$ cat config.mk
export PLATFORM = sky130hd
export DESIGN_NAME = iqso_post
export DESIGN_NICKNAME = d
export VERILOG_FILES = /design/src/sv/iqso_pkg.sv /design/src/sv/iqso_post.sv
export SDC_FILE = /design/constraint.sdc
export NUM_CORES = 1
export LEC_CHECK = 0
export BUFFER_PORTS_ARGS = -buffer_cell sky130_fd_sc_hd__buf_2
export CORE_MARGIN = 2
export CORE_UTILIZATION = 50
export CTS_BUF_LIST = sky130_fd_sc_hd__clkbuf_16
export CTS_CLUSTER_SIZE = 25
export DETAILED_ROUTE_END_ITERATION = 10
export GPL_TIMING_DRIVEN = 0
export PLACE_DENSITY = 0.67
export SYNTH_ARGS = -nofsm -noshare
export SYNTH_HDL_FRONTEND = slang
export SYNTH_SLANG_ARGS = --single-unit
$ cat constraint.sdc
create_clock -name aclk -period 7.1 [get_ports aclk]
set_clock_uncertainty 0.2 [all_clocks]
set_input_delay 0 -clock aclk [delete_from_list [all_inputs] [get_ports aclk]]
set_output_delay 0 -clock aclk [all_outputs]
set_load 0.005 [all_outputs]
$ cat src/sv/iqso_pkg.sv
`default_nettype none
// ----------------------------------------------------------------------------
// iqso_pkg - shared types and constants
// Widths, CORDIC angle table, register and mode codes of the IQ stereo
// output formatter.
// ----------------------------------------------------------------------------
package iqso_pkg;

    // CORDIC datapath: x/y carry 16 guard bits, z holds radians * 2^24
    localparam int XW            = 35;
    localparam int ZW            = 29;
    localparam int GUARD         = 16;
    localparam int ANG_TABLE_LEN = 24;
    localparam int XSPLIT        = 17;

    localparam logic signed [ZW-1:0] PI_Q24     = 29'sd52707179;
    localparam logic        [29:0]   INV_K_Q30  = 30'd652032874;
    localparam logic signed [13:0]   PHASE_GAIN = 14'sd5000;

    // configuration register indexes
    localparam logic REG_OUTPUT_MODE = 1'b0;
    localparam logic REG_NORM_GAIN   = 1'b1;

    // output modes
    localparam logic [1:0] MODE_REAL      = 2'd0;
    localparam logic [1:0] MODE_IQ        = 2'd1;
    localparam logic [1:0] MODE_QI        = 2'd2;
    localparam logic [1:0] MODE_ENV_PHASE = 2'd3;

    // per-beat control that travels with the data
    typedef struct packed {
        logic valid;
        logic zero;
    } ctl_t;

    // arctan(2^-i) in radians * 2^24, rounded
    function automatic logic [23:0] atan_q24(input logic [4:0] idx);
        logic [23:0] v;
        case (idx)
            5'd0:    v = 24'd13176795;
            5'd1:    v = 24'd7778716;
            5'd2:    v = 24'd4110060;
            5'd3:    v = 24'd2086331;
            5'd4:    v = 24'd1047214;
            5'd5:    v = 24'd524117;
            5'd6:    v = 24'd262123;
            5'd7:    v = 24'd131069;
            5'd8:    v = 24'd65536;
            5'd9:    v = 24'd32768;
            5'd10:   v = 24'd16384;
            5'd11:   v = 24'd8192;
            5'd12:   v = 24'd4096;
            5'd13:   v = 24'd2048;
            5'd14:   v = 24'd1024;
            5'd15:   v = 24'd512;
            5'd16:   v = 24'd256;
            5'd17:   v = 24'd128;
            5'd18:   v = 24'd64;
            5'd19:   v = 24'd32;
            5'd20:   v = 24'd16;
            5'd21:   v = 24'd8;
            5'd22:   v = 24'd4;
            5'd23:   v = 24'd2;
            default: v = 24'd0;
        endcase
        return v;
    endfunction

endpackage
`default_nettype wire

$ cat src/sv/iqso_post.sv
`default_nettype none
// ----------------------------------------------------------------------------
// iqso_post - envelope and phase scaling
// Two stages: gain multiplies, then round to 16 bits, saturating the phase.
// ----------------------------------------------------------------------------
module iqso_post (
    input  wire                                 aclk,
    input  wire                                 aresetn,
    input  wire                                 en,
    input  iqso_pkg::ctl_t                      ctl_in,
    input  wire logic signed [iqso_pkg::XW-1:0] x_in,
    input  wire logic signed [iqso_pkg::ZW-1:0] z_in,
    output iqso_pkg::ctl_t                      ctl_out,
    output logic signed      [15:0]             env,
    output logic signed      [15:0]             phase
);

    localparam int XS = iqso_pkg::XSPLIT;
    localparam int PW = XS + 30;               // partial product width
    localparam int ZP = iqso_pkg::ZW + 14;     // phase product width

    iqso_pkg::ctl_t         ctl_a_reg, ctl_b_reg;
    logic [PW-1:0]          p_hi_reg, p_lo_reg, p_hi_next, p_lo_next;
    logic signed [ZP-1:0]   pz_reg, pz_next, pz_rnd;
    logic [PW+XS:0]         env_sum;
    logic signed [ZP-25:0]  ph_q;
    logic signed [15:0]     env_reg, phase_reg, env_next, phase_next;

    // x is never negative after the fold; split it so each multiply stays narrow
    always_comb begin
        p_hi_next = x_in[iqso_pkg::XW-2:XS] * iqso_pkg::INV_K_Q30;
        p_lo_next = x_in[XS-1:0] * iqso_pkg::INV_K_Q30;
        pz_next   = z_in * iqso_pkg::PHASE_GAIN;
    end

    always_comb begin
        env_sum = {1'b0, p_hi_reg, {XS{1'b0}}} + (PW+XS+1)'(p_lo_reg)
                + ((PW+XS+1)'(1) << 51);
        pz_rnd  = pz_reg + (ZP'(1) <<< 23);
        ph_q    = pz_rnd[ZP-1:24];
        if (ctl_a_reg.zero) begin
            env_next   = '0;
            phase_next = '0;
        end else begin
            // envelope stays far below 2^15 for any 16-bit input
            env_next = 16'({1'b0, env_sum[PW+XS:52]});
            if (ph_q > (ZP-24)'(32767)) begin
                phase_next = 16'sd32767;
            end else if (ph_q < -(ZP-24)'(32768)) begin
                phase_next = -16'sd32768;
            end else begin
                phase_next = ph_q[15:0];
            end
        end
    end

    always_ff @(posedge aclk) begin
        if (!aresetn) begin
            ctl_a_reg <= '0;
            ctl_b_reg <= '0;
        end else if (en) begin
            ctl_a_reg <= ctl_in;
            ctl_b_reg <= ctl_a_reg;
        end
    end

    always_ff @(posedge aclk) begin
        if (en) begin
            p_hi_reg  <= p_hi_next;
            p_lo_reg  <= p_lo_next;
            pz_reg    <= pz_next;
            env_reg   <= env_next;
            phase_reg <= phase_next;
        end
    end

    assign ctl_out = ctl_b_reg;
    assign env     = env_reg;
    assign phase   = phase_reg;

endmodule
`default_nettype wire

* Word level (Yosys, flattened, before mapping)
Index checks and enable logic that the tools add are counted.
Storage, ports and cells: bits in registers 168, output and inout bits 34
Operators by class: add/subtract/negate cells 3, multiply operators 3, magnitude comparators 2, muxes and demuxes 2, reductions and logical operators 1
Operator list (count):
- $mul A17 B29 Y46 const B | 2
- $add A64 B47 Y65 | 1
- $add A65 B52 Y65 const B | 1
- $add A43 B25 Y43 const B | 1
- $mul A29 B11 Y40 const B | 1
- $gt A19 B16 Y1 const B | 1
- $lt A19 B16 Y1 const B | 1
- $mux W16 | 1
- $mux W15 | 1
- $reduce_or A2 Y1 | 1

* Logic depth before layout (Yosys ltp)
depth in word-level cells 4, mapped depth 23, gate-level depth less buffers 22

* Worst setup path after synthesis
OpenSTA, ideal clock, no wires.
path type input-to-reg, from input x_in[25] (netlist bit), to register p_hi_reg[46] (data pin), setup time 261 ps, arrival 5605 ps, slack 1034 ps, stages 19, cell sequence fa_1 inv_1 fa_1 inv_1 fa_1 fa_1 fa_1 inv_1 fa_1 inv_1 ha_1 a21o_1 a21o_1 a221oi_4 nand3_2 a41o_1 a311o_1 a221o_2 o311a_1
On the way: cells in the longest elaborated chain, start to end 1
RTL lines:
- from (decl) | line iqso_post.sv:11 | input wire logic signed [iqso_pkg::XW-1:0] x_in,
- $mul A17 B29 Y46 | line iqso_post.sv:31 | p_hi_next = x_in[iqso_pkg::XW-2:XS] * iqso_pkg::INV_K_Q30;
- net p_hi_next[46] | line iqso_post.sv:23 | logic [PW-1:0] p_hi_reg, p_lo_reg, p_hi_next, p_lo_next;
- to (signal assigned) | line iqso_post.sv:69 | p_hi_reg <= p_hi_next;
- to (decl) | line iqso_post.sv:23
The timed path passes the listed nets, and every way through them passes these cells. A chain may end at the register's enable or synchronous reset.

* Worst setup path after layout
from input x_in[19] (netlist bit), to register p_hi_reg[46] (data pin)
Same word-level chain as after synthesis.

==> impl_metrics.yaml <==
outcome:
  run_status: "finished clean"
critical_path:
  rr_startpoint: "p_hi_reg[2]"
  worstPathMaxFanout: 8
  kind_of_critical_path: "in -> reg"
  type_of_destination_of_the_critical_path: "register"
  crit_path_end: "p_hi_reg[46]"
  startpoint_class_of_the_critical_path: "primary input"
  r2r_setup_slack_ps: 3270
  worst_reg2reg_path_endpoint: "env[3]"
  critical_path_arrival_ps: 6800
  critPathRequiredTime_ps: 7080
  timing.reg2reg.worst_path_depth: 11
  startpoint: "x_in[19]"
global_route:
  grt_pass1_vias: 19800
  antenna_found_initial: 1
  grt_pass1_wl_um: 104000
  largest_net_degree_at_the_start_of_global_routing: 91
  globalRouteTotalUtil_pct: 23.6
  overflow: 0
run:
  drv_cap: 0
cells_and_area:
  syn2layout_area_growth_pct: 7.81
  largest_register_ff_count: 46
  insertedDiodeCount: 0
  stdcell_area_um2: 29300
  drive_above_1_share_pct: 5.87
  final_net_count: 3815
  utilization_pct: 54.5
timing:
  unrepaired_setup_endpoints_after_global_routing: "no"
  hold_violations: 0
  final_cycle_utilization_of_the_critical_path_pct: 96.1
  tightestPinTransition_ps: 941
  setup_tns_ps: 0
  slew_headroom_pct: 35.6
  timing_max_transition_violations_final: 0
  max_freq_mhz: 147
  period_minus_slack_ps: 6820
  final-setup-viol-count: 0
logic_synthesis:
  synth_largest_type_area_fraction_pct: 34.7
  yosys_warnings: 0
  post_synth_num_cell_types: 71
  count_of_flip_flops_with_a_built_in_enable_after_synthesis: 124
  asyncSetResetFlopFracSynth_pct: 0
  syn_area_um2: 27100
  syn_inst: 2655
  ys_top_cells_by_count: "inv_1 (793), ha_1 (493), fa_1 (470)"
  most_common_cell_in_the_synthesized_netlist: "inv_1"
  ys_seq_elements: 128
  synth.avg_cell_area_um2: 10.2
  synth_top_area_cell: "fa_1"
  synth.area.top_cells: "fa_1 (35%), ha_1 (23%), edfxtp_1 (14%)"
  synth_ff_type: "edfxtp_1"
  yosysSeqAreaShare_pct: 14.0
floorplanning:
  fp.coreArea_um2: 53700
  die_h_um: 237
  effective_utilization_at_floorplan_pct: 50.5
  chipWidth_um: 237
  boundaryPins: 103
  fp.dieArea_um2: 56200
  rows: 85
clock_tree:
  cts_max_path_bufs: 2
  worst_skew_pair.late_latency_ps: 430
  tritoncts_clock_tree: "done"
  cts_root_buf: "clkbuf_16"
  clock_sinks: 128
  number_of_clock_buffers_inserted_by_tritoncts: 17
  cts_setup_buffers: 0
  clock_slew_at_the_register_clock_pins_of_the_worst_setup_and_hold_paths_ps: 60
  htreeDepth: 4
routing:
  antenna_left: 0
  vias_per_cell: 5.24
  vias: 18300
  route.final.wire_length_um: 62400
  detail_route.wl_per_cell_um: 17.9
  detail_route.first_pass.iterations: 5
  drcViolationCount: 0
  drtIter0Drc: 1138
worst_hold_path:
  hold_path_class: "in -> reg"
  min-delay-start: "x_in[20]"
place:
  hpwlAfterDp_um: 55600
  routabilityCongestion: 0.952
  dpl-instance-area_um2: 28500
  place.port_buffers: 98
[critical path, stage by stage]
cell	delay (ps)
dlygate4sd3_1	550
buf_2	200
ha_1	450
inv_1	120
fa_1	590
inv_1	80
fa_1	520
fa_1	440
fa_1	550
inv_1	60
fa_1	560
inv_1	60
ha_1	270
buf_2	160
a21oi_1	180
o21bai_1	100
a21oi_1	270
nand3_2	130
a41o_1	290
a311o_1	390
a221o_2	450
o311a_1	350
[worst min-delay path by stage]
| stage | end | slack, ps | depth (start not counted) |
|---|---|---|---|
| final | p_hi_reg[4] | 20 | 3 |
| after global routing | p_hi_reg[4] | 20 | 3 |
| after CTS | p_hi_reg[4] | 10 | 3 |
| after detailed placement | ctl_a_reg[1] | 70 | 2 |
| after global placement | ctl_out[0] | 50 | 2 |
| after floorplan | p_hi_reg[1] | -100 | 0 |
[through the flow]
stage	hold slack (ps)	instances	setup slack (ps)
2_1_floorplan	-101	2657	1030
3_3_place_gp	46.6	3451	297
3_5_place_dp	72.9	3452	205
4_1_cts	14.2	3492	301
5_1_grt	21.5	3492	109
6_report	23.3	3492	279
[routing by layer]
layer  up-vias  share of wire [%]  global-route usage [%]  routed length (µm)
met2       433                 47                    39.2               29400
met3        48                5.9                    4.13                3680
met5         -                  0                       0                   0
met1      9097                 46                    33.0               28700
met4         0                1.1                    3.82                 693
li1       8708                  -                       -                   -
[area by class of cell]
class,instances,area (µm²)
multi-input combinational,1713,20300
buffer,23,109
clock inverter,15,208
clock buffer,17,425
fill,4760,24400
sequential,128,3800
tap,696,871
inverter,793,2980
timing repair buffer,107,604
[logic make-up (layout without fill, tap and decap cells)]
logic type,Yosys count,count (layout),synth area share [%]
multiplexers,10,10,0.378
adder cells (fa/ha/maj),963,963,57.4
flip-flops,128,128,14.0
other,1,3,0.0138
AND/OR/NAND/NOR,296,296,5.42
XOR/XNOR,94,94,3.03
buffers and inverters,816,955,11.4
AO/OA/AOI/OAI,347,347,8.40
[layout by cell type (no fill, tap or decap), types with 41 or more instances in the layout]
cell and count:
inv_1 794, edfxtp_1 124, ha_1 493, nor2_1 78
a21oi_1 103, xor2_1 41, buf_2 100, o21ai_0 66
fa_1 470, a21o_1 54, xnor2_1 53, nand2_1 63
[timing repair]
action                                  in CTS  in global routing
resized for setup                            0                  1
endpoints found under the setup margin       0                  1
hold buffers                                 8                  0
hold endpoints to repair                    43                  0
Power is left out: the tool's default activity adds up to more than one toggle a clock period on the data nets, which glitch-free logic cannot reach.
