File: config.mk
export PLATFORM = sky130hd
export DESIGN_NAME = iqso_scale
export DESIGN_NICKNAME = d
export VERILOG_FILES = /design/src/sv/iqso_scale.sv
export SDC_FILE = /design/constraint.sdc
export NUM_CORES = 1
export LEC_CHECK = 0
export ABC_AREA = 1
export BUFFER_PORTS_ARGS = -buffer_cell sky130_fd_sc_hd__buf_2
export CAP_MARGIN = 40
export CORE_MARGIN = 10
export CORE_UTILIZATION = 55
export CTS_CLUSTER_DIAMETER = 100
export DETAILED_ROUTE_END_ITERATION = 6
export PLACE_DENSITY_LB_ADDON = 0.2
export RECOVER_POWER = 25
export SLEW_MARGIN = 40
export SYNTH_ARGS = -nofsm -noshare
export SYNTH_HDL_FRONTEND = slang
export SYNTH_SLANG_ARGS = --single-unit
File: constraint.sdc
create_clock -name aclk -period 7.2 [get_ports aclk]
set_clock_uncertainty 0.15 [all_clocks]
set_input_delay 0.36 -clock aclk [delete_from_list [all_inputs] [get_ports aclk]]
set_output_delay 0.36 -clock aclk [all_outputs]
set_load 0.02 [all_outputs]
File: src/sv/iqso_scale.sv
`default_nettype none
// ----------------------------------------------------------------------------
// iqso_scale - I/Q normalization gain
// Multiply and round, then delay to line up with the CORDIC path.
// ----------------------------------------------------------------------------
module iqso_scale #(
    parameter int DLY = 17
) (
    input  wire                     aclk,
    input  wire                     en,
    input  wire logic signed [15:0] re,
    input  wire logic signed [15:0] im,
    input  wire logic        [15:0] gain,
    output logic signed      [15:0] re_out,
    output logic signed      [15:0] im_out
);

    logic signed [32:0] prod_re_reg, prod_im_reg, prod_re_next, prod_im_next;
    logic signed [32:0] rnd_re, rnd_im;
    logic signed [15:0] sc_re_reg, sc_im_reg, sc_re_next, sc_im_next;
    logic        [31:0] dly_reg [0:DLY-1];

    always_comb begin
        prod_re_next = re * $signed({1'b0, gain});
        prod_im_next = im * $signed({1'b0, gain});
        rnd_re       = prod_re_reg + (33'sd1 <<< 17);
        rnd_im       = prod_im_reg + (33'sd1 <<< 17);
        // 33-bit product shifted by 18 always fits 16 bits
        sc_re_next   = {rnd_re[32], rnd_re[32:18]};
        sc_im_next   = {rnd_im[32], rnd_im[32:18]};
    end

    always_ff @(posedge aclk) begin
        if (en) begin
            prod_re_reg <= prod_re_next;
            prod_im_reg <= prod_im_next;
            sc_re_reg   <= sc_re_next;
            sc_im_reg   <= sc_im_next;
            dly_reg[0]  <= {sc_im_reg, sc_re_reg};
            for (int i = 1; i < DLY; i++) begin
                dly_reg[i] <= dly_reg[i-1];
            end
        end
    end

    assign re_out = dly_reg[DLY-1][15:0];
    assign im_out = dly_reg[DLY-1][31:16];

endmodule
`default_nettype wire

* Yosys cells after proc, flatten, opt, wreduce, memory -nomap -nowiden
Memories as Yosys holds them, arrays and structs flattened. Index checks and enable logic that the tools add are counted.
Cells by class: add/sub/neg operators 2, multiply operators 2, multiplexer cells 2
Operators with widths (count):
- 33-bit by 19-bit adder with 33-bit output, second input constant | 2
- 16-bit by 17-bit multiplier with 33-bit output | 2
- 1-bit two-way mux | 2
Word-level totals: register bits after elaboration 96, bits in writable memories 544, output and inout port bits 32, logic and storage cells 11, memories 1
Memories:
- dly_reg | words 17, bits a word 32, read ports 17, clocked after Yosys merged registers in 0, wr ports 17, RTL line 21 | logic [31:0] dly_reg [0:DLY-1];

* Longest topological paths before layout
Gate-level depths: netlist (run 1).
depth after elaboration 2, mapped depth 25, gate-level depth less buffers 23

* Least setup slack after synthesis (run 1)
No wires, ideal clock.
path type input to register, start point input im[7], end point register prod_im_reg[25] (data pin), setup time 0.252 ns, arrival time 5.170 ns, required time 6.798 ns, path slack 1.628 ns, stages 22, cells stage by stage clkbuf_1 > clkbuf_1 > nand2_1 > fa_1 > inv_1 > fa_1 > inv_1 > fa_1 > inv_1 > fa_1 > fa_1 > inv_1 > fa_1 > inv_1 > ha_1 > nand2_1 > nor2_1 > inv_1 > nor4_1 > nand2_1 > nand3_1 > nand2_1
Between the ends: longest elaborated chain between the ends 1
Ends and longest elaborated chain:
- start: declaration | RTL line 12 | input wire logic signed [15:0] im,
- 16-bit by 17-bit multiplier with 33-bit output | RTL line 25 | prod_im_next = im * $signed({1'b0, gain});
- named net prod_im_next[25] | RTL line 18 | logic signed [32:0] prod_re_reg, prod_im_reg, prod_re_next, prod_im_next;
- end signal: assignment | RTL line 36 | prod_im_reg <= prod_im_next;
- end: declaration | RTL line 18
The timed path passes the listed nets, and every way through them passes these cells. A chain may end at the register's enable or synchronous reset.

* Worst setup path after layout (run 1)
start point input gain[6], end point register prod_re_reg[27] (data pin)
Between the ends: longest elaborated chain between the ends 1
Ends and longest elaborated chain:
- start: declaration | RTL line 13 | input wire logic [15:0] gain,
- 16-bit by 17-bit multiplier with 33-bit output | RTL line 24 | prod_re_next = re * $signed({1'b0, gain});
- named net prod_re_next[27] | RTL line 18
- end signal: assignment | RTL line 35 | prod_re_reg <= prod_re_next;
- end: declaration | RTL line 18
The timed path passes the listed nets, and every way through them passes these cells.

==> summary.txt, run 1 <==
Port Buf Inserts = 81
Vias in the first global route = 22900
Max reg flops = 510
Cell area after synthesis = 36200 um2
Layout cells sized above 1 = 5.48%
Via count = 21300
Die area = 76400 um2
Worst path cell trace = buf_2, nand2_1, fa_1, inv_1, fa_1, inv_1, fa_1, inv_1, fa_1, fa_1, inv_1, fa_1, inv_1, ha_1, a21oi_1, o21ai_0, a21oi_1, nor2_1, nor2_1, nand2_1, nand2_1, nand2_1
Worst-path cell with the longest stage delay = buf_2
Clk slew on worst S/H paths = 0.07 ns
Slowest Stage Delay on Critical Path = 0.66 ns
NumNets Final = 3961
Total gr overflow = 0
EDFF count, synth = 572
Post-CTS setup buffers = 0
TNS Setup = 0 ns
CP Class = input pin to register
Tcrit/Tclk final = 79.9%
CP arrival = 5.91 ns
Maximum clock frequency = 0.174 GHz
Net Count, Synth = 3924
Post-synth ARST share = 0%
Critical Path RT = 7.36 ns
# resized after CTS = 0
Largest net degree at the start of global routing = 118
Synth Flop Type = edfxtp_1
CP most frequent cell = fa_1
Post-CTS Hold Buffers = 0
Worst setup EP type = register
Post-Route WL = 71200 um
Area grow syn2layout = 8.04%
Total CTS buffers = 50
Tot GR Track Use = 19.1%
Pleak = 18.9 nW
# fillers = 5228
Max VDD drop = 395 uV
Vias per cell = 5.09
Syn_area_per_cell = 11.1 um2
Core area = 64800 um2
Register area share after synthesis = 47.5%
Clock Sinks = 572
Max-slew violations = 40
Clock root cell = clkbuf_16
Failing checks = capacitance limit, slew limit
Fin. Hold Viols = 0
Skew-Pair Late Insertion Delay = 0.57 ns
P per Cell Area = 459 nW/um2
Hold Path Class = register to register
IO Pins = 82
Gate Count Post-Synth = 3248
Initial Util = 55.8%
CTS tree = built
Placed wire-length estimate = 51900 um
Post-DRT Antenna Nets = 0
Hold Worst Slack = 0.244 ns
Die H = 276 um
Buffer depth of the longest clock path = 3
Global-route wire length before repair = 119000 um
CP max FO = 32
Cell taking the most area after synthesis = edfxtp_1
Pre-antenna DRT Iters = 6
Top cells by area, synth = edfxtp_1 (47%), fa_1 (21%), inv_1 (8.3%)
Initial DRC Count = 1326
YS warnings = 0
Die W = 276 um
RSZ-0062 raised after global routing = false
Slew headroom = -47.6%
Post-layout util = 60.3%
H-tree levels = 2
# Max-Cap Violations = 1
Initial antenna violation count = 6
# DRC = 0
Yosys reg bits = 572
Status = finished with violations
Crit path launch type = input pin
Avg WL per Cell = 17.0 um
Cell Rows = 93
Synth top area share = 47.5%
Total power = 0.0179 W
Worst Tran Pin Value = 2.21 ns
Tmin final = 5.75 ns
Yosys cell types = 33
Routability cong. = 0.913
Final setup fails = 0
[path summary, 6_finish.rpt]
kind | startpoint | endpoint | slack [ns] | cells after the start
hold reg to reg | dly_reg[1][4] | dly_reg[1][36] | 0.24 | 0
hold / removal | dly_reg[1][4] | dly_reg[1][36] | 0.24 | 0
setup / recovery | gain[6] | prod_re_reg[27] | 1.45 | 22
setup reg to reg | prod_re_reg[17] | sc_re_reg[13] | 5.26 | 8
[per-stage QoR]
step	area (um2)	setup WS, ns	cells
floorplan	36200	1.63	3248
global placement	37300	0.973	4086
detailed placement	37400	0.948	4087
CTS	39100	1.52	4178
global route	39100	1.19	4179
finish	39100	1.45	4182
[layer usage]
metal	share of wire, %	up-vias	GRT usage [%]
met2	47	585	30.9
li1	-	10000	-
met1	45	10600	27.1
met3	6.2	98	2.50
met4	2.0	8	4.56
met5	0.072	-	0
[critical path, delay by kind of cell]
kind,cells,cell delay (ns)
simple gates,6,0.56
compound gates,3,0.76
fa+ha+maj,7,3.33
buf+inv,6,0.91
[cell usage in the layout, fill, tap and decap left out, types with 10 or more instances in the layout]
cell       instances
inv_1            804
nand2_1          763
edfxtp_1         572
fa_1             386
ha_1             240
nor2_1           115
buf_2             78
a21oi_1           70
nand3_1           57
clkbuf_16         50
o21ai_0           39
xor2_1            19
xnor2_1           15
nor3_1            13
a21o_1            10
clkbuf_1          10
buf_4             10
[cells by family after synthesis]
group / Yosys count / share of synthesized area, %
simple gates: 972 / 10.6
buf+inv: 914 / 9.51
fa+ha+maj: 626 / 29.7
flops: 572 / 47.5
compound gates: 130 / 1.94
xor+xnor: 34 / 0.823
[layout make-up]
type | count | area, um2 | area share (%)
Antenna cell | 3 | 7.51 | 0.0192
Clock buffer | 59 | 1280 | 3.29
Clock inverter | 32 | 408 | 1.04
Inverter | 806 | 3030 | 7.74
Multi-Input combinational cell | 1762 | 15600 | 39.8
Sequential cell | 572 | 17200 | 43.9
Tap cell | 855 | 1070 | 2.74
Timing Repair Buffer | 93 | 556 | 1.42
[where the power goes]
group,internal [W],total (W),switching (W)
sequential,0.00440,0.00454,0.000144
clock,0.00158,0.00272,0.00114
combinational,0.00367,0.0107,0.00699
total,0.00965,0.0179,0.00827
[synth_stat cells (4+ instances only)]
| cell type | instances |
|---|---|
| inv_1 | 804 |
| nand2_1 | 763 |
| edfxtp_1 | 572 |
| fa_1 | 386 |
| ha_1 | 240 |
| nor2_1 | 115 |
| clkbuf_1 | 102 |
| a21oi_1 | 70 |
| nand3_1 | 57 |
| o21ai_0 | 39 |
| xor2_1 | 19 |
| xnor2_1 | 15 |
| nor3_1 | 13 |
| a21o_1 | 10 |
| nand4_1 | 5 |
| nor3_2 | 4 |
| nor4_1 | 4 |
| o21bai_1 | 4 |
Power figures use the tool's default switching activity.
==> inputs of run 2 (changes only) <==
==> constraint.sdc (replaced) <==
create_clock -name aclk -period 4.9 [get_ports aclk]
set_clock_uncertainty 0.15 [all_clocks]
set_input_delay 0.245 -clock aclk [delete_from_list [all_inputs] [get_ports aclk]]
set_output_delay 0.245 -clock aclk [all_outputs]
set_load 0.02 [all_outputs]
==> run 2 against run 1 <==
  * Register-to-register slack worse by 2.3 ns
  * Utilization up 5.3 points
  * First-iteration DRC count grew 27%
  * Final cell count up 5.5%
  * The run now ends clean
  * Count of clock-buffer cells in the layout stayed put
  * Non-clock buffer count up 232
  * Setup slack worse by 1.4 ns
  * Via count grew 3.8%
==> summary.txt, run 2 (same netlist as run 1, synthesis figures left out) <==
CTS tree = built (unchanged)
Storage element area = 17200 um2 (unchanged)
Post-DRT Antenna Nets = 0 (unchanged)
Worst setup EP type = register (unchanged)
IO Pins = 82 (unchanged)
Avg WL per Cell = 16.8 um (was 17.0 um)
Initial Util = 55.8% (unchanged)
CP max FO = 5 (was 32)
Hold Path Class = register to register (unchanged)
Die area = 76400 um2 (unchanged)
Status = completed (was finished with violations)
Commonest non-fill, non-tap cells in the layout = inv_1 (771), nand2_1 (706), edfxtp_1 (572) (was inv_1 (804), nand2_1 (763), edfxtp_1 (572))
Placed wire-length estimate = 56200 um (was 51900 um)
Via count = 22100 (was 21300)
PnR worst setup slack = 0.0329 ns (was 1.45 ns)
CP Class = input pin to register (unchanged)
Worst Tran Pin Value = 0.638 ns (was 2.21 ns)
Tot GR Track Use = 19.1% (about the same)
R2R Path Start = prod_re_reg[18] (was prod_re_reg[17])
Slew headroom = 57.5% (was -47.6%)
Clock Sinks = 572 (unchanged)
RSZ-0062 raised after global routing = true (was false)
Crit path launch type = input pin (unchanged)
Clk slew on worst S/H paths = 0.06 ns (was 0.07 ns)
Hold Path End = dly_reg[0][189] (was dly_reg[1][36])
Vias per cell = 5.01 (was 5.09)
Pre-antenna DRT Iters = 5 (was 6)
Layout cells sized above 1 = 18.7% (was 5.48%)
Area of the multi-input gates = 16800 um2 (was 15600 um2)
Reg2reg setup slack = 2.95 ns (was 5.26 ns)
Max-slew violations = 0 (was 40)
Worst-path cell with the longest stage delay = fa_2 (was buf_2)
Final setup fails = 0 (unchanged)
Total gr overflow = 0 (unchanged)
R2r worst-path depth = 8 (unchanged)
Cell Rows = 93 (unchanged)
Post-Route WL = 74200 um (was 71200 um)
Initial DRC Count = 1686 (was 1326)
Core area = 64800 um2 (unchanged)
Buf/Inv on CP = 9 (was 6)
# DRC = 0 (unchanged)
Tmin final = 4.87 ns
Skew-Pair Late Insertion Delay = 0.56 ns (was 0.57 ns)
Hold path start = dly_reg[0][157] (was dly_reg[1][4])
Clock root cell = clkbuf_16 (unchanged)
Global-route wire length before repair = 120000 um (was 119000 um)
Post-layout util = 65.6% (was 60.3%)
Slowest Stage Delay on Critical Path = 0.55 ns (was 0.66 ns)
Initial antenna violation count = 1 (was 6)
# fillers = 4999 (was 5228)
Critical Path RT = 5.07 ns (was 7.36 ns)
Routability cong. = 0.906 (was 0.913)
Commonest non-fill, non-tap cell in the layout = inv_1 (unchanged)
RR Endpoint = sc_re_reg[13] (unchanged)
Kind of cell adding the most delay to the critical path = adder cells (unchanged)
Die H = 276 um (unchanged)
NumNets Final = 4193 (was 3961)
Maximum clock frequency = 0.205 GHz
Fin. Hold Viols = 0 (unchanged)
Largest net degree at the start of global routing = 126 (was 118)
Hold path depth = 0 (unchanged)
Tcrit/Tclk final = 99.3%
Port Buf Inserts = 81 (unchanged)
# Max-Cap Violations = 0 (was 1)
Die W = 276 um (unchanged)
Vias in the first global route = 23200 (was 22900)
Buffer depth of the longest clock path = 3 (unchanged)
Max reg flops = 510 (unchanged)
Pre-CTS setup slack = -0.781 ns (was 0.948 ns)
Area grow syn2layout = 17.6% (was 8.04%)
CP arrival = 5.03 ns (was 5.91 ns)
Total CTS buffers = 50 (unchanged)
H-tree levels = 2 (unchanged)
CP most frequent cell = inv_2 (was fa_1)
run 2: cell count changes in the layout (fill, tap and decap cells not counted), moves of 22 or more:
| cell | change |
|---|---|
| ha_1 | -22 |
| fa_2 | +25 |
| inv_2 | +33 |
| a21oi_2 | +23 |
| nor2_1 | -31 |
| inv_1 | -33 |
| a21oi_1 | -43 |
| nand2_2 | +39 |
| buf_2 | -26 |
| nand2_1 | -57 |
| buf_4 | +205 |
| fa_1 | -25 |
| buf_12 | +23 |
| o21ai_0 | -29 |
run 2: timing repair:
| item | CTS | global route |
|---|---|---|
| hold buffers | 0 | 1 |
| cloned | 0 | 6 |
| gates resized for setup | 28 | 263 |
| endpoints found under the setup margin | 27 | 32 |
| endpoints found under the hold margin | 0 | 33 |
| pin swaps | 7 | 108 |
| buffers inserted | 0 | 12 |
run 2: worst max path at each step:
| stage | startpoint | end | slack [ns] | cells past startpoint |
|---|---|---|---|---|
| 3_5_place_dp | gain[4] | prod_re_reg[30] | -0.78 | 25 |
| 2_1_floorplan | im[9] | prod_im_reg[25] | -0.19 | 20 |
| 6_report | gain[9] | prod_re_reg[24] | 0.03 | 25 |
| 4_1_cts | gain[8] | prod_re_reg[30] | -0.03 | 25 |
| 3_3_place_gp | gain[9] | prod_re_reg[30] | -0.74 | 24 |
| 5_1_grt | gain[9] | prod_re_reg[24] | -0.16 | 25 |
run 2: layout make-up:
cell class | instances | share of cell area [%]
clock inverters | 30 | 0.727
clock buffers | 59 | 3.07
multi-input cells | 1762 | 39.6
inverters | 806 | 7.13
well taps | 855 | 2.52
flip-flops and latches | 572 | 40.4
repair buffers | 325 | 6.60
diodes | 1 | 0.00588
run 2: metrics by stage:
step | TNS (ns) | cells | hold slack (ns) | cell area (um2)
3_5_place_dp | -20.04 | 4302 | 0.255 | 39600
4_1_cts | -0.0461 | 4391 | 0.0892 | 41300
6_report | 0 | 4410 | 0.254 | 42500
3_3_place_gp | -18.47 | 4302 | 0.250 | 39600
5_1_grt | -1.59 | 4409 | 0.266 | 42500
2_1_floorplan | -2.70 | 3248 | 0.207 | 37100
run 2: layer usage:
metal | GRT usage, % | vias up | share of wire [%]
met5 | 0 | - | 0
met4 | 3.94 | 0 | 1.4
met3 | 2.66 | 79 | 5.4
met2 | 31.3 | 549 | 48
met1 | 27.0 | 11000 | 46
li1 | - | 10500 | -
Power of run 2 is left out: the tool's default activity adds up to more than one toggle a clock period on the data nets, which glitch-free logic cannot reach.
