File: src/sv/iqso_pkg.sv
`default_nettype none
// ----------------------------------------------------------------------------
// iqso_pkg - shared types and constants
// Widths, CORDIC angle table, register and mode codes of the IQ stereo
// output formatter.
// ----------------------------------------------------------------------------
package iqso_pkg;

    // CORDIC datapath: x/y carry 16 guard bits, z holds radians * 2^24
    localparam int XW            = 35;
    localparam int ZW            = 29;
    localparam int GUARD         = 16;
    localparam int ANG_TABLE_LEN = 24;
    localparam int XSPLIT        = 17;

    localparam logic signed [ZW-1:0] PI_Q24     = 29'sd52707179;
    localparam logic        [29:0]   INV_K_Q30  = 30'd652032874;
    localparam logic signed [13:0]   PHASE_GAIN = 14'sd5000;

    // configuration register indexes
    localparam logic REG_OUTPUT_MODE = 1'b0;
    localparam logic REG_NORM_GAIN   = 1'b1;

    // output modes
    localparam logic [1:0] MODE_REAL      = 2'd0;
    localparam logic [1:0] MODE_IQ        = 2'd1;
    localparam logic [1:0] MODE_QI        = 2'd2;
    localparam logic [1:0] MODE_ENV_PHASE = 2'd3;

    // per-beat control that travels with the data
    typedef struct packed {
        logic valid;
        logic zero;
    } ctl_t;

    // arctan(2^-i) in radians * 2^24, rounded
    function automatic logic [23:0] atan_q24(input logic [4:0] idx);
        logic [23:0] v;
        case (idx)
            5'd0:    v = 24'd13176795;
            5'd1:    v = 24'd7778716;
            5'd2:    v = 24'd4110060;
            5'd3:    v = 24'd2086331;
            5'd4:    v = 24'd1047214;
            5'd5:    v = 24'd524117;
            5'd6:    v = 24'd262123;
            5'd7:    v = 24'd131069;
            5'd8:    v = 24'd65536;
            5'd9:    v = 24'd32768;
            5'd10:   v = 24'd16384;
            5'd11:   v = 24'd8192;
            5'd12:   v = 24'd4096;
            5'd13:   v = 24'd2048;
            5'd14:   v = 24'd1024;
            5'd15:   v = 24'd512;
            5'd16:   v = 24'd256;
            5'd17:   v = 24'd128;
            5'd18:   v = 24'd64;
            5'd19:   v = 24'd32;
            5'd20:   v = 24'd16;
            5'd21:   v = 24'd8;
            5'd22:   v = 24'd4;
            5'd23:   v = 24'd2;
            default: v = 24'd0;
        endcase
        return v;
    endfunction

endpackage
`default_nettype wire

File: src/sv/iqso_cordic_stage.sv
`default_nettype none
// ----------------------------------------------------------------------------
// iqso_cordic_stage - one vectoring CORDIC micro-rotation
// Rotates (x, y) toward the positive x axis by atan(2^-STAGE), registered.
// ----------------------------------------------------------------------------
module iqso_cordic_stage #(
    parameter int STAGE = 0
) (
    input  wire                                 aclk,
    input  wire                                 aresetn,
    input  wire                                 en,
    input  iqso_pkg::ctl_t                      ctl_in,
    input  wire logic signed [iqso_pkg::XW-1:0] x_in,
    input  wire logic signed [iqso_pkg::XW-1:0] y_in,
    input  wire logic signed [iqso_pkg::ZW-1:0] z_in,
    output iqso_pkg::ctl_t                      ctl_out,
    output logic signed      [iqso_pkg::XW-1:0] x_out,
    output logic signed      [iqso_pkg::XW-1:0] y_out,
    output logic signed      [iqso_pkg::ZW-1:0] z_out
);

    localparam logic signed [iqso_pkg::ZW-1:0] ATAN =
        iqso_pkg::ZW'(iqso_pkg::atan_q24(5'(STAGE)));

    iqso_pkg::ctl_t                      ctl_reg;
    logic signed [iqso_pkg::XW-1:0]      x_reg, y_reg, x_next, y_next;
    logic signed [iqso_pkg::ZW-1:0]      z_reg, z_next;
    logic signed [iqso_pkg::XW-1:0]      dx, dy;

    always_comb begin
        dx = y_in >>> STAGE;
        dy = x_in >>> STAGE;
        if (y_in > 0) begin
            x_next = x_in + dx;
            y_next = y_in - dy;
            z_next = z_in + ATAN;
        end else begin
            x_next = x_in - dx;
            y_next = y_in + dy;
            z_next = z_in - ATAN;
        end
    end

    always_ff @(posedge aclk) begin
        if (!aresetn) begin
            ctl_reg <= '0;
        end else if (en) begin
            ctl_reg <= ctl_in;
        end
    end

    always_ff @(posedge aclk) begin
        if (en) begin
            x_reg <= x_next;
            y_reg <= y_next;
            z_reg <= z_next;
        end
    end

    assign ctl_out = ctl_reg;
    assign x_out   = x_reg;
    assign y_out   = y_reg;
    assign z_out   = z_reg;

endmodule
`default_nettype wire

File: src/sv/iqso_cordic.sv
`default_nettype none
// ----------------------------------------------------------------------------
// iqso_cordic - pipelined vectoring CORDIC
// Pre-rotation stage (half-plane fold) followed by NSTG micro-rotation stages.
// ----------------------------------------------------------------------------
module iqso_cordic #(
    parameter int NSTG = 16
) (
    input  wire                                 aclk,
    input  wire                                 aresetn,
    input  wire                                 en,
    input  wire                                 s_valid,
    input  wire logic signed [15:0]             re,
    input  wire logic signed [15:0]             im,
    output iqso_pkg::ctl_t                      ctl_out,
    output logic signed      [iqso_pkg::XW-1:0] x_out,
    output logic signed      [iqso_pkg::ZW-1:0] z_out
);

    localparam int XW = iqso_pkg::XW;
    localparam int ZW = iqso_pkg::ZW;

    iqso_pkg::ctl_t        ctl_w [0:NSTG];
    logic signed [XW-1:0]  x_w   [0:NSTG];
    logic signed [XW-1:0]  y_w   [0:NSTG];
    logic signed [ZW-1:0]  z_w   [0:NSTG];

    iqso_pkg::ctl_t        ctl0_reg, ctl0_next;
    logic signed [XW-1:0]  x0_reg, y0_reg, x0_next, y0_next, re_x, im_x;
    logic signed [ZW-1:0]  z0_reg, z0_next;

    // fold left half-plane onto the right one, seed the angle with +/-pi
    always_comb begin
        re_x = {{(XW-16){re[15]}}, re};
        im_x = {{(XW-16){im[15]}}, im};
        ctl0_next.valid = s_valid;
        ctl0_next.zero  = (re == 16'sd0) && (im == 16'sd0);
        if (re < 0) begin
            x0_next = (-re_x) <<< iqso_pkg::GUARD;
            y0_next = (-im_x) <<< iqso_pkg::GUARD;
            z0_next = (im >= 0) ? iqso_pkg::PI_Q24 : -iqso_pkg::PI_Q24;
        end else begin
            x0_next = re_x <<< iqso_pkg::GUARD;
            y0_next = im_x <<< iqso_pkg::GUARD;
            z0_next = '0;
        end
    end

    always_ff @(posedge aclk) begin
        if (!aresetn) begin
            ctl0_reg <= '0;
        end else if (en) begin
            ctl0_reg <= ctl0_next;
        end
    end

    always_ff @(posedge aclk) begin
        if (en) begin
            x0_reg <= x0_next;
            y0_reg <= y0_next;
            z0_reg <= z0_next;
        end
    end

    assign ctl_w[0] = ctl0_reg;
    assign x_w[0]   = x0_reg;
    assign y_w[0]   = y0_reg;
    assign z_w[0]   = z0_reg;

    for (genvar g = 0; g < NSTG; g++) begin : g_stage
        iqso_cordic_stage #(
            .STAGE (g)
        ) u_stage (
            .aclk    (aclk),
            .aresetn (aresetn),
            .en      (en),
            .ctl_in  (ctl_w[g]),
            .x_in    (x_w[g]),
            .y_in    (y_w[g]),
            .z_in    (z_w[g]),
            .ctl_out (ctl_w[g+1]),
            .x_out   (x_w[g+1]),
            .y_out   (y_w[g+1]),
            .z_out   (z_w[g+1])
        );
    end

    assign ctl_out = ctl_w[NSTG];
    assign x_out   = x_w[NSTG];
    assign z_out   = z_w[NSTG];

endmodule
`default_nettype wire

File: config.mk
export PLATFORM = sky130hd
export DESIGN_NAME = iqso_cordic
export DESIGN_NICKNAME = d
export VERILOG_FILES = /design/src/sv/iqso_pkg.sv /design/src/sv/iqso_cordic_stage.sv /design/src/sv/iqso_cordic.sv
export SDC_FILE = /design/constraint.sdc
export NUM_CORES = 2
export LEC_CHECK = 0
export BUFFER_PORTS_ARGS = -buffer_cell sky130_fd_sc_hd__buf_2
export CAP_MARGIN = 20
export CORE_MARGIN = 2
export CORE_UTILIZATION = 37
export DETAILED_ROUTE_END_ITERATION = 10
export PLACE_DENSITY = 0.64
export SLEW_MARGIN = 20
export SYNTH_ARGS = -nofsm -noshare
export SYNTH_HDL_FRONTEND = slang
export SYNTH_SLANG_ARGS = --single-unit
File: constraint.sdc
create_clock -name aclk -period 6.4 [get_ports aclk]
set_input_delay 0.64 -clock aclk [delete_from_list [all_inputs] [get_ports aclk]]
set_output_delay 0.64 -clock aclk [all_outputs]
set_load 0.02 [all_outputs]
Word-level counts from Yosys, hierarchy flattened:

Index checks and enable logic that the tools add are counted.

* input port bits: 36
* register bits after elaboration: 1682
* logic and storage cells: 250
* output and inout port bits: 66

* add/subtract/negate cells: 95
* muxes and demuxes: 50
* $lt $le $gt $ge: 18
* reduce and logical (&&, ||, !) cells: 3

Operators with widths (count)
* two-way mux 35 bit: 33
* greater-than comparator 35 x 1 -> 1 bit, second input constant: 16
* two-way mux 29 bit: 17
* adder 35 x 21 -> 35 bit: 2
* adder 35 x 22 -> 35 bit: 2
* adder 35 x 23 -> 35 bit: 2
* adder 35 x 24 -> 35 bit: 2
* adder 35 x 25 -> 35 bit: 2
* adder 35 x 26 -> 35 bit: 2
* adder 35 x 27 -> 35 bit: 2
* adder 35 x 28 -> 35 bit: 2
* adder 35 x 29 -> 35 bit: 2
* adder 35 x 30 -> 35 bit: 2
* adder 35 x 31 -> 35 bit: 2
* adder 35 x 32 -> 35 bit: 2
* adder 35 x 33 -> 35 bit: 2
* adder 35 x 34 -> 35 bit: 2
* subtractor 35 x 21 -> 35 bit: 2
* subtractor 35 x 22 -> 35 bit: 2
* subtractor 35 x 23 -> 35 bit: 2
* subtractor 35 x 24 -> 35 bit: 2
* subtractor 35 x 25 -> 35 bit: 2
* subtractor 35 x 26 -> 35 bit: 2
* subtractor 35 x 27 -> 35 bit: 2
* other kinds (46): 58

Longest topological paths before layout:

* depth after elaboration: 2
* gate-level depth with buffers: 27

Modules after synthesis:

From an unflattened synthesis, not the netlist that was laid out.

* cell total of the unflattened synthesis: 15212
* area total of the unflattened synthesis: 143836.7 um2

By module, submodules not included
* iqso_cordic_stage at g_stage[0].u_stage: cells each 1225, area an instance 10334.9 um2, times used 1, sequential area each 2982.9 um2
* iqso_cordic_stage at g_stage[6].u_stage: cells each 995, area an instance 9316.4 um2, times used 1, sequential area each 3012.9 um2
* iqso_cordic_stage at g_stage[7].u_stage: cells each 1016, area an instance 9300.2 um2, times used 1, sequential area each 3012.9 um2
* iqso_cordic_stage at g_stage[5].u_stage: cells each 990, area an instance 9282.7 um2, times used 1, sequential area each 3012.9 um2
* iqso_cordic_stage at g_stage[3].u_stage: cells each 972, area an instance 9198.8 um2, times used 1, sequential area each 3012.9 um2
* iqso_cordic_stage at g_stage[1].u_stage: cells each 969, area an instance 9173.8 um2, times used 1, sequential area each 3012.9 um2
* iqso_cordic_stage at g_stage[2].u_stage: cells each 920, area an instance 8947.3 um2, times used 1, sequential area each 3012.9 um2
* iqso_cordic_stage at g_stage[4].u_stage: cells each 936, area an instance 8936.1 um2, times used 1, sequential area each 3012.9 um2
* iqso_cordic_stage at g_stage[14].u_stage: cells each 963, area an instance 8827.2 um2, times used 1, sequential area each 3012.9 um2
* iqso_cordic_stage at g_stage[15].u_stage: cells each 901, area an instance 8554.5 um2, times used 1, sequential area each 3012.9 um2
* iqso_cordic_stage at g_stage[8].u_stage: cells each 914, area an instance 8505.7 um2, times used 1, sequential area each 3012.9 um2
* iqso_cordic_stage at g_stage[10].u_stage: cells each 878, area an instance 8469.4 um2, times used 1, sequential area each 3012.9 um2
* iqso_cordic_stage at g_stage[11].u_stage: cells each 859, area an instance 8335.5 um2, times used 1, sequential area each 3012.9 um2
* iqso_cordic_stage at g_stage[9].u_stage: cells each 866, area an instance 8298.0 um2, times used 1, sequential area each 3012.9 um2
* +3 rows

Least setup slack after synthesis:

No wires, ideal clock.

* path type: register to register
* start point: register g_stage[12].u_stage.y_reg (netlist bit g_stage[12].u_stage.y_out[18])
* end point: register g_stage[13].u_stage.y_reg (netlist bit g_stage[13].u_stage.y_out[34]) (data pin)
* path buffers: 2
* setup time: 0.259 ns
* slack: -0.284 ns
* data arrival time: 6.424 ns
* period minus slack after synthesis: 6.684 ns
* data required time: 6.141 ns
* cell stages (with the launch flop): 26
* path through: edfxtp_1 nor3_1 nand2b_1 nor4_1 nand3b_1 or4_1 clkbuf_1 nor3_1 nor2_1 clkinv_1 clkbuf_1 nor2_1 xor2_1 ha_1 a21o_1 a21oi_1 o21bai_1 a2111o_1 a41oi_1 nor2_1 a311oi_2 o221ai_1 or4_1 a31o_2 a21oi_1 xnor2_1

* longest elaborated chain between the ends: 2
* elaborated cells between the ends (all ways): 4
* those cells by class: add/sub (2); order compare (1); mux (1)

Ends and longest elaborated chain
* from (decl): RTL line iqso_cordic_stage.sv:26 `logic signed [iqso_pkg::XW-1:0] x_reg, y_reg, x_next, y_next;`
* from (signal assigned): RTL line iqso_cordic_stage.sv:55 `y_reg <= y_next;`
* adder 35 x 22 -> 35 bit (tied with other cells): RTL line iqso_cordic_stage.sv:39 `y_next = y_in + dy;`
* two-way mux 35 bit (*): RTL line iqso_cordic_stage.sv:33 `if (y_in > 0) begin`
* via g_stage[13].u_stage.y_next (one bit): RTL line iqso_cordic_stage.sv:26
* to (signal assigned): RTL line iqso_cordic_stage.sv:55
* to (decl): RTL line iqso_cordic_stage.sv:26

The timed path passes the listed nets; every way through them passes the cells marked *.
A chain may end at the register's enable or synchronous reset.

Worst setup path after layout:

* start point: register g_stage[5].u_stage.y_reg (netlist bit g_stage[5].u_stage.y_out[13])
* end point: register g_stage[6].u_stage.y_reg (netlist bit g_stage[6].u_stage.y_out[33]) (data pin)

* longest elaborated chain between the ends: 2
* elaborated cells between the ends (all ways): 4
* those cells by class: add/sub (2); order compare (1); mux (1)

Ends and longest elaborated chain (RTL line)
* from (decl): iqso_cordic_stage.sv:26
* from (signal assigned): iqso_cordic_stage.sv:55
* adder 35 x 29 -> 35 bit (tied with other cells): iqso_cordic_stage.sv:39
* two-way mux 35 bit (*): iqso_cordic_stage.sv:33
* via g_stage[6].u_stage.y_next (one bit): iqso_cordic_stage.sv:26
* to (signal assigned): iqso_cordic_stage.sv:55
* to (decl): iqso_cordic_stage.sv:26

Marks and branches as above.

==> results.md <==
* Total number of vias at 86585
* CP max-delay cell: or4_1
* Startpoint Class: flip-flop
* Post-Syn Area per Cell at around 10 µm²
* Biggest cell delay along the critical path at 560 ps
* Routed Antenna Nets at 0
* Worst Setup End Kind: flip-flop
* Gpl congestion at about 0.95
* CP delay by family, top: simple AND/OR/NAND/NOR gates
* Post-synthesis async set-or-reset flop share at 0%
* Relative slew slack at 32.96%
* Post-Syn Area at 115500 µm²
* Final hold violation count at 0
* Register Area at approximately 45000 µm²
* Worst EP required at 7030 ps
* Post-Route WL at 301.9 mm
* CTS Buf Count at 171
* Initial antenna violation count at 10
* Post-DP HPWL at 241.9 mm
* Residual DRC at 0
* Post-Synth Adder-Cell Area at 14.43%
* Final setup viols at 0
* Clk_skew at 54.88 ps
* Post-synthesis simple-gate area fraction at 12.18%
* Critical path peak fanout at 5
* Area Overhead vs Synth at 11.00%
* #FFs+latches synth at roughly 1500
* Number of global-route vias before repair at 83197
* Maximum buffer depth of the clock tree at 4
* Sequential element share of the synthesized area at between 30% and 40%
* Synth cell types at 86
* Fmax at 163.8 MHz
* Yosys top cell by area: edfxtp_1
* Root buffer cell: clkbuf_16
* Routed vias/inst at 5.345
* Worst R2R Start: g_stage[5].u_stage.y_out[13]
* Max-cap violations at 0
* Arrival time at the worst endpoint at 6730 ps
* Drt pass-1 iters at 5
* Final net count at 13278
* Area of the core at 311400 µm²
* Share of the synthesized area in the top cell type at 38.00%
* Slew at the pin closest to its max-slew limit at 996.4 ps
* Hold path startpoint: re[14]
* H-tree levels at 4
* Initial Util at 37.11%
* Synth Flop Type: edfxtp_1
* Die area at between 300000 and 400000 µm²
* First-pass GRT wire length at between 400 and 500 mm
* Port bufs at 101
* Fraction of layout cells with a size suffix above 1 at 6.138%
* Largest family of logic cells by synthesized area: compound AO/OA/AOI/OAI gates
* Crit. Startpoint: g_stage[5].u_stage.y_out[13]
* Chip Height at 562.8 µm
* Reg clk slew, reported paths at 60 ps
* Clock Sinks at 1496
* Fill cells at about 30000
* Area after DPL at 122400 µm²
* Initial DRC Count at 6246
* CTS tree: built
* Cells after synthesis at between 10000 and 15000
* GR Overflow Total at 0
* Top Ports at 102
* Row Count at 205
* Synth Area in Compound Gates at 18.70%
* Total GRT Usage at 18.54%
* Largest register FFs at 494
* Post-synthesis mux area share at 0.5003%
* Crit share post-route at 95.40%
* Synth area leaders: edfxtp_1 38%, ha_1 14%, xnor2_1 9.1%, a21oi_1 4.5%, xor2_1 4.2%
* Slew Limit Fails at 0
* Final instance area at 128200 µm²
* XOR/XNOR share of the synthesized area at 13.32%
* Drt wl/cell at 18.64 µm
* Buf/Inv on CP at 3
* Largest net degree at the start of global routing at 160
* Number of enable flip-flop cells after synthesis at ~1500
* Die X at 562.8 µm
* Ys Warns at 0
* Area of the multi-input gates at 68660 µm²
* Minimum clock period at a little over 6000 ps
* CP Class: reg -> reg
* Worst Hold Class: in -> reg
* Skew-Pair Late Insertion Delay at 890 ps
* Status: finished, final reports clean
worst paths after layout:
check,to,slack [ps],cells past startpoint
max,g_stage[6].u_stage.y_out[33],290,26
min,x0_reg[30],60,2
max reg2reg,g_stage[6].u_stage.y_out[33],290,26
min reg2reg,g_stage[11].u_stage.z_out[7],400,0
routing by layer:
layer	track usage [%]	up-vias	share of wire, %
met5	0	-	0.0089
met4	8.156	4	4.5
met3	2.057	577	4.0
met2	32.51	1815	49
met1	22.87	40512	43
li1	-	43677	-
cell families (layout without fill, tap and decap cells):
kind of cell               count (synthesis)  in the layout
AOI/OAI and AO/OA                       3385           3386
other                                      1              5
adders and majority gates               1307           1307
muxes                                     57             57
xor gates and xnor gates                1757           1757
and+or+nand+nor                         2904           2904
DFF                                     1496           1496
buffers and inverters                    696           1147
Yosys cell counts, types with 34 or more instances:
library cell and instances:
edfxtp_1 1462, xor2_1 557, and3_1 91, xnor2_1 1200
o31ai_1 176, nand2_1 655, o21ai_0 675, or2_2 46
inv_1 523, fa_1 43, nor2b_1 175, nand3_1 183
o21bai_1 222, ha_1 1264, nor2_1 870, or3_1 89
nand4_1 68, nand2b_1 174, nor4_1 95, a21o_1 513
or4_1 80, a31oi_1 71, a21oi_1 1040, a211oi_1 77
o21a_1 143, a21boi_0 69, nor3_1 249, o41ai_1 101
and2_1 54, dfxtp_1 34, clkbuf_1 150, mux2i_1 51
cells in the final DEF, fill, tap and decap left out, drive strengths merged, types with 82 or more instances in the layout:
| cell type | instances |
|---|---|
| o21ai | 680 |
| clkbuf | 202 |
| o21bai | 222 |
| ha | 1264 |
| nor2 | 870 |
| xor2 | 557 |
| nor2b | 175 |
| buf | 316 |
| edfxtp | 1462 |
| nand3 | 183 |
| and3 | 91 |
| nand2 | 655 |
| or4 | 82 |
| nor4 | 96 |
| o31ai | 176 |
| nor3 | 249 |
| o21a | 144 |
| xnor2 | 1200 |
| nand2b | 174 |
| a21oi | 1040 |
| o41ai | 102 |
| inv | 535 |
| a21o | 513 |
| or3 | 89 |
stage by stage:
step,TNS [ps],setup slack (ps),instances,utilization (%),hold slack (ps)
final,0,294.1,16199,41.19,59.16
after global routing,-76.80,-59.55,16198,41.19,35.41
after CTS,0,37.98,16193,41.10,24.82
after detailed placement,-358.9,-150.3,15895,39.30,404.5
after global placement,-194.9,-78.07,15895,39.30,400.7
after floorplan,0,8.042,11605,-,400.3
layout make-up:
cell class / count / share of cell area (%)
diodes: 2 / 0.003902
clock buffers: 202 / 3.517
clock inverters: 93 / 0.8137
inverters: 533 / 1.569
multi-input cells: 9414 / 53.54
flip-flops and latches: 1496 / 34.76
well taps: 4140 / 4.039
repair buffers: 319 / 1.755
worst register-to-register path: stages (launching register included):
cell and delay [ps]:
edfxtp_1 400, or4_1 560, or2_2 340, nor2b_2 180, nand2_1 100, or4_1 480
nor2_4 180, a31oi_4 180, nand2_1 120, o21ai_0 90, ha_1 230, fa_1 410
a21o_1 210, a21oi_1 180, o21bai_1 110, a2111oi_1 390, buf_4 190, nor4b_2 50
buf_4 150, nor3b_2 190, o31ai_2 120, buf_4 160, a41oi_1 240, a21oi_1 120
a21o_1 190, a21o_1 170, xor2_1 130
timing repair:
action | in CTS | in global routing
hold endpoints to repair | 3 | 0
gates cloned | 0 | 1
pin swaps | 0 | 6
gates resized for setup | 2 | 48
endpoints found under the setup margin | 4 | 66
hold buffers | 3 | 0
buffers inserted | 0 | 3
Power is not shown: default switching activity piles up to over one toggle a cycle in this logic, so the estimate is an artifact.
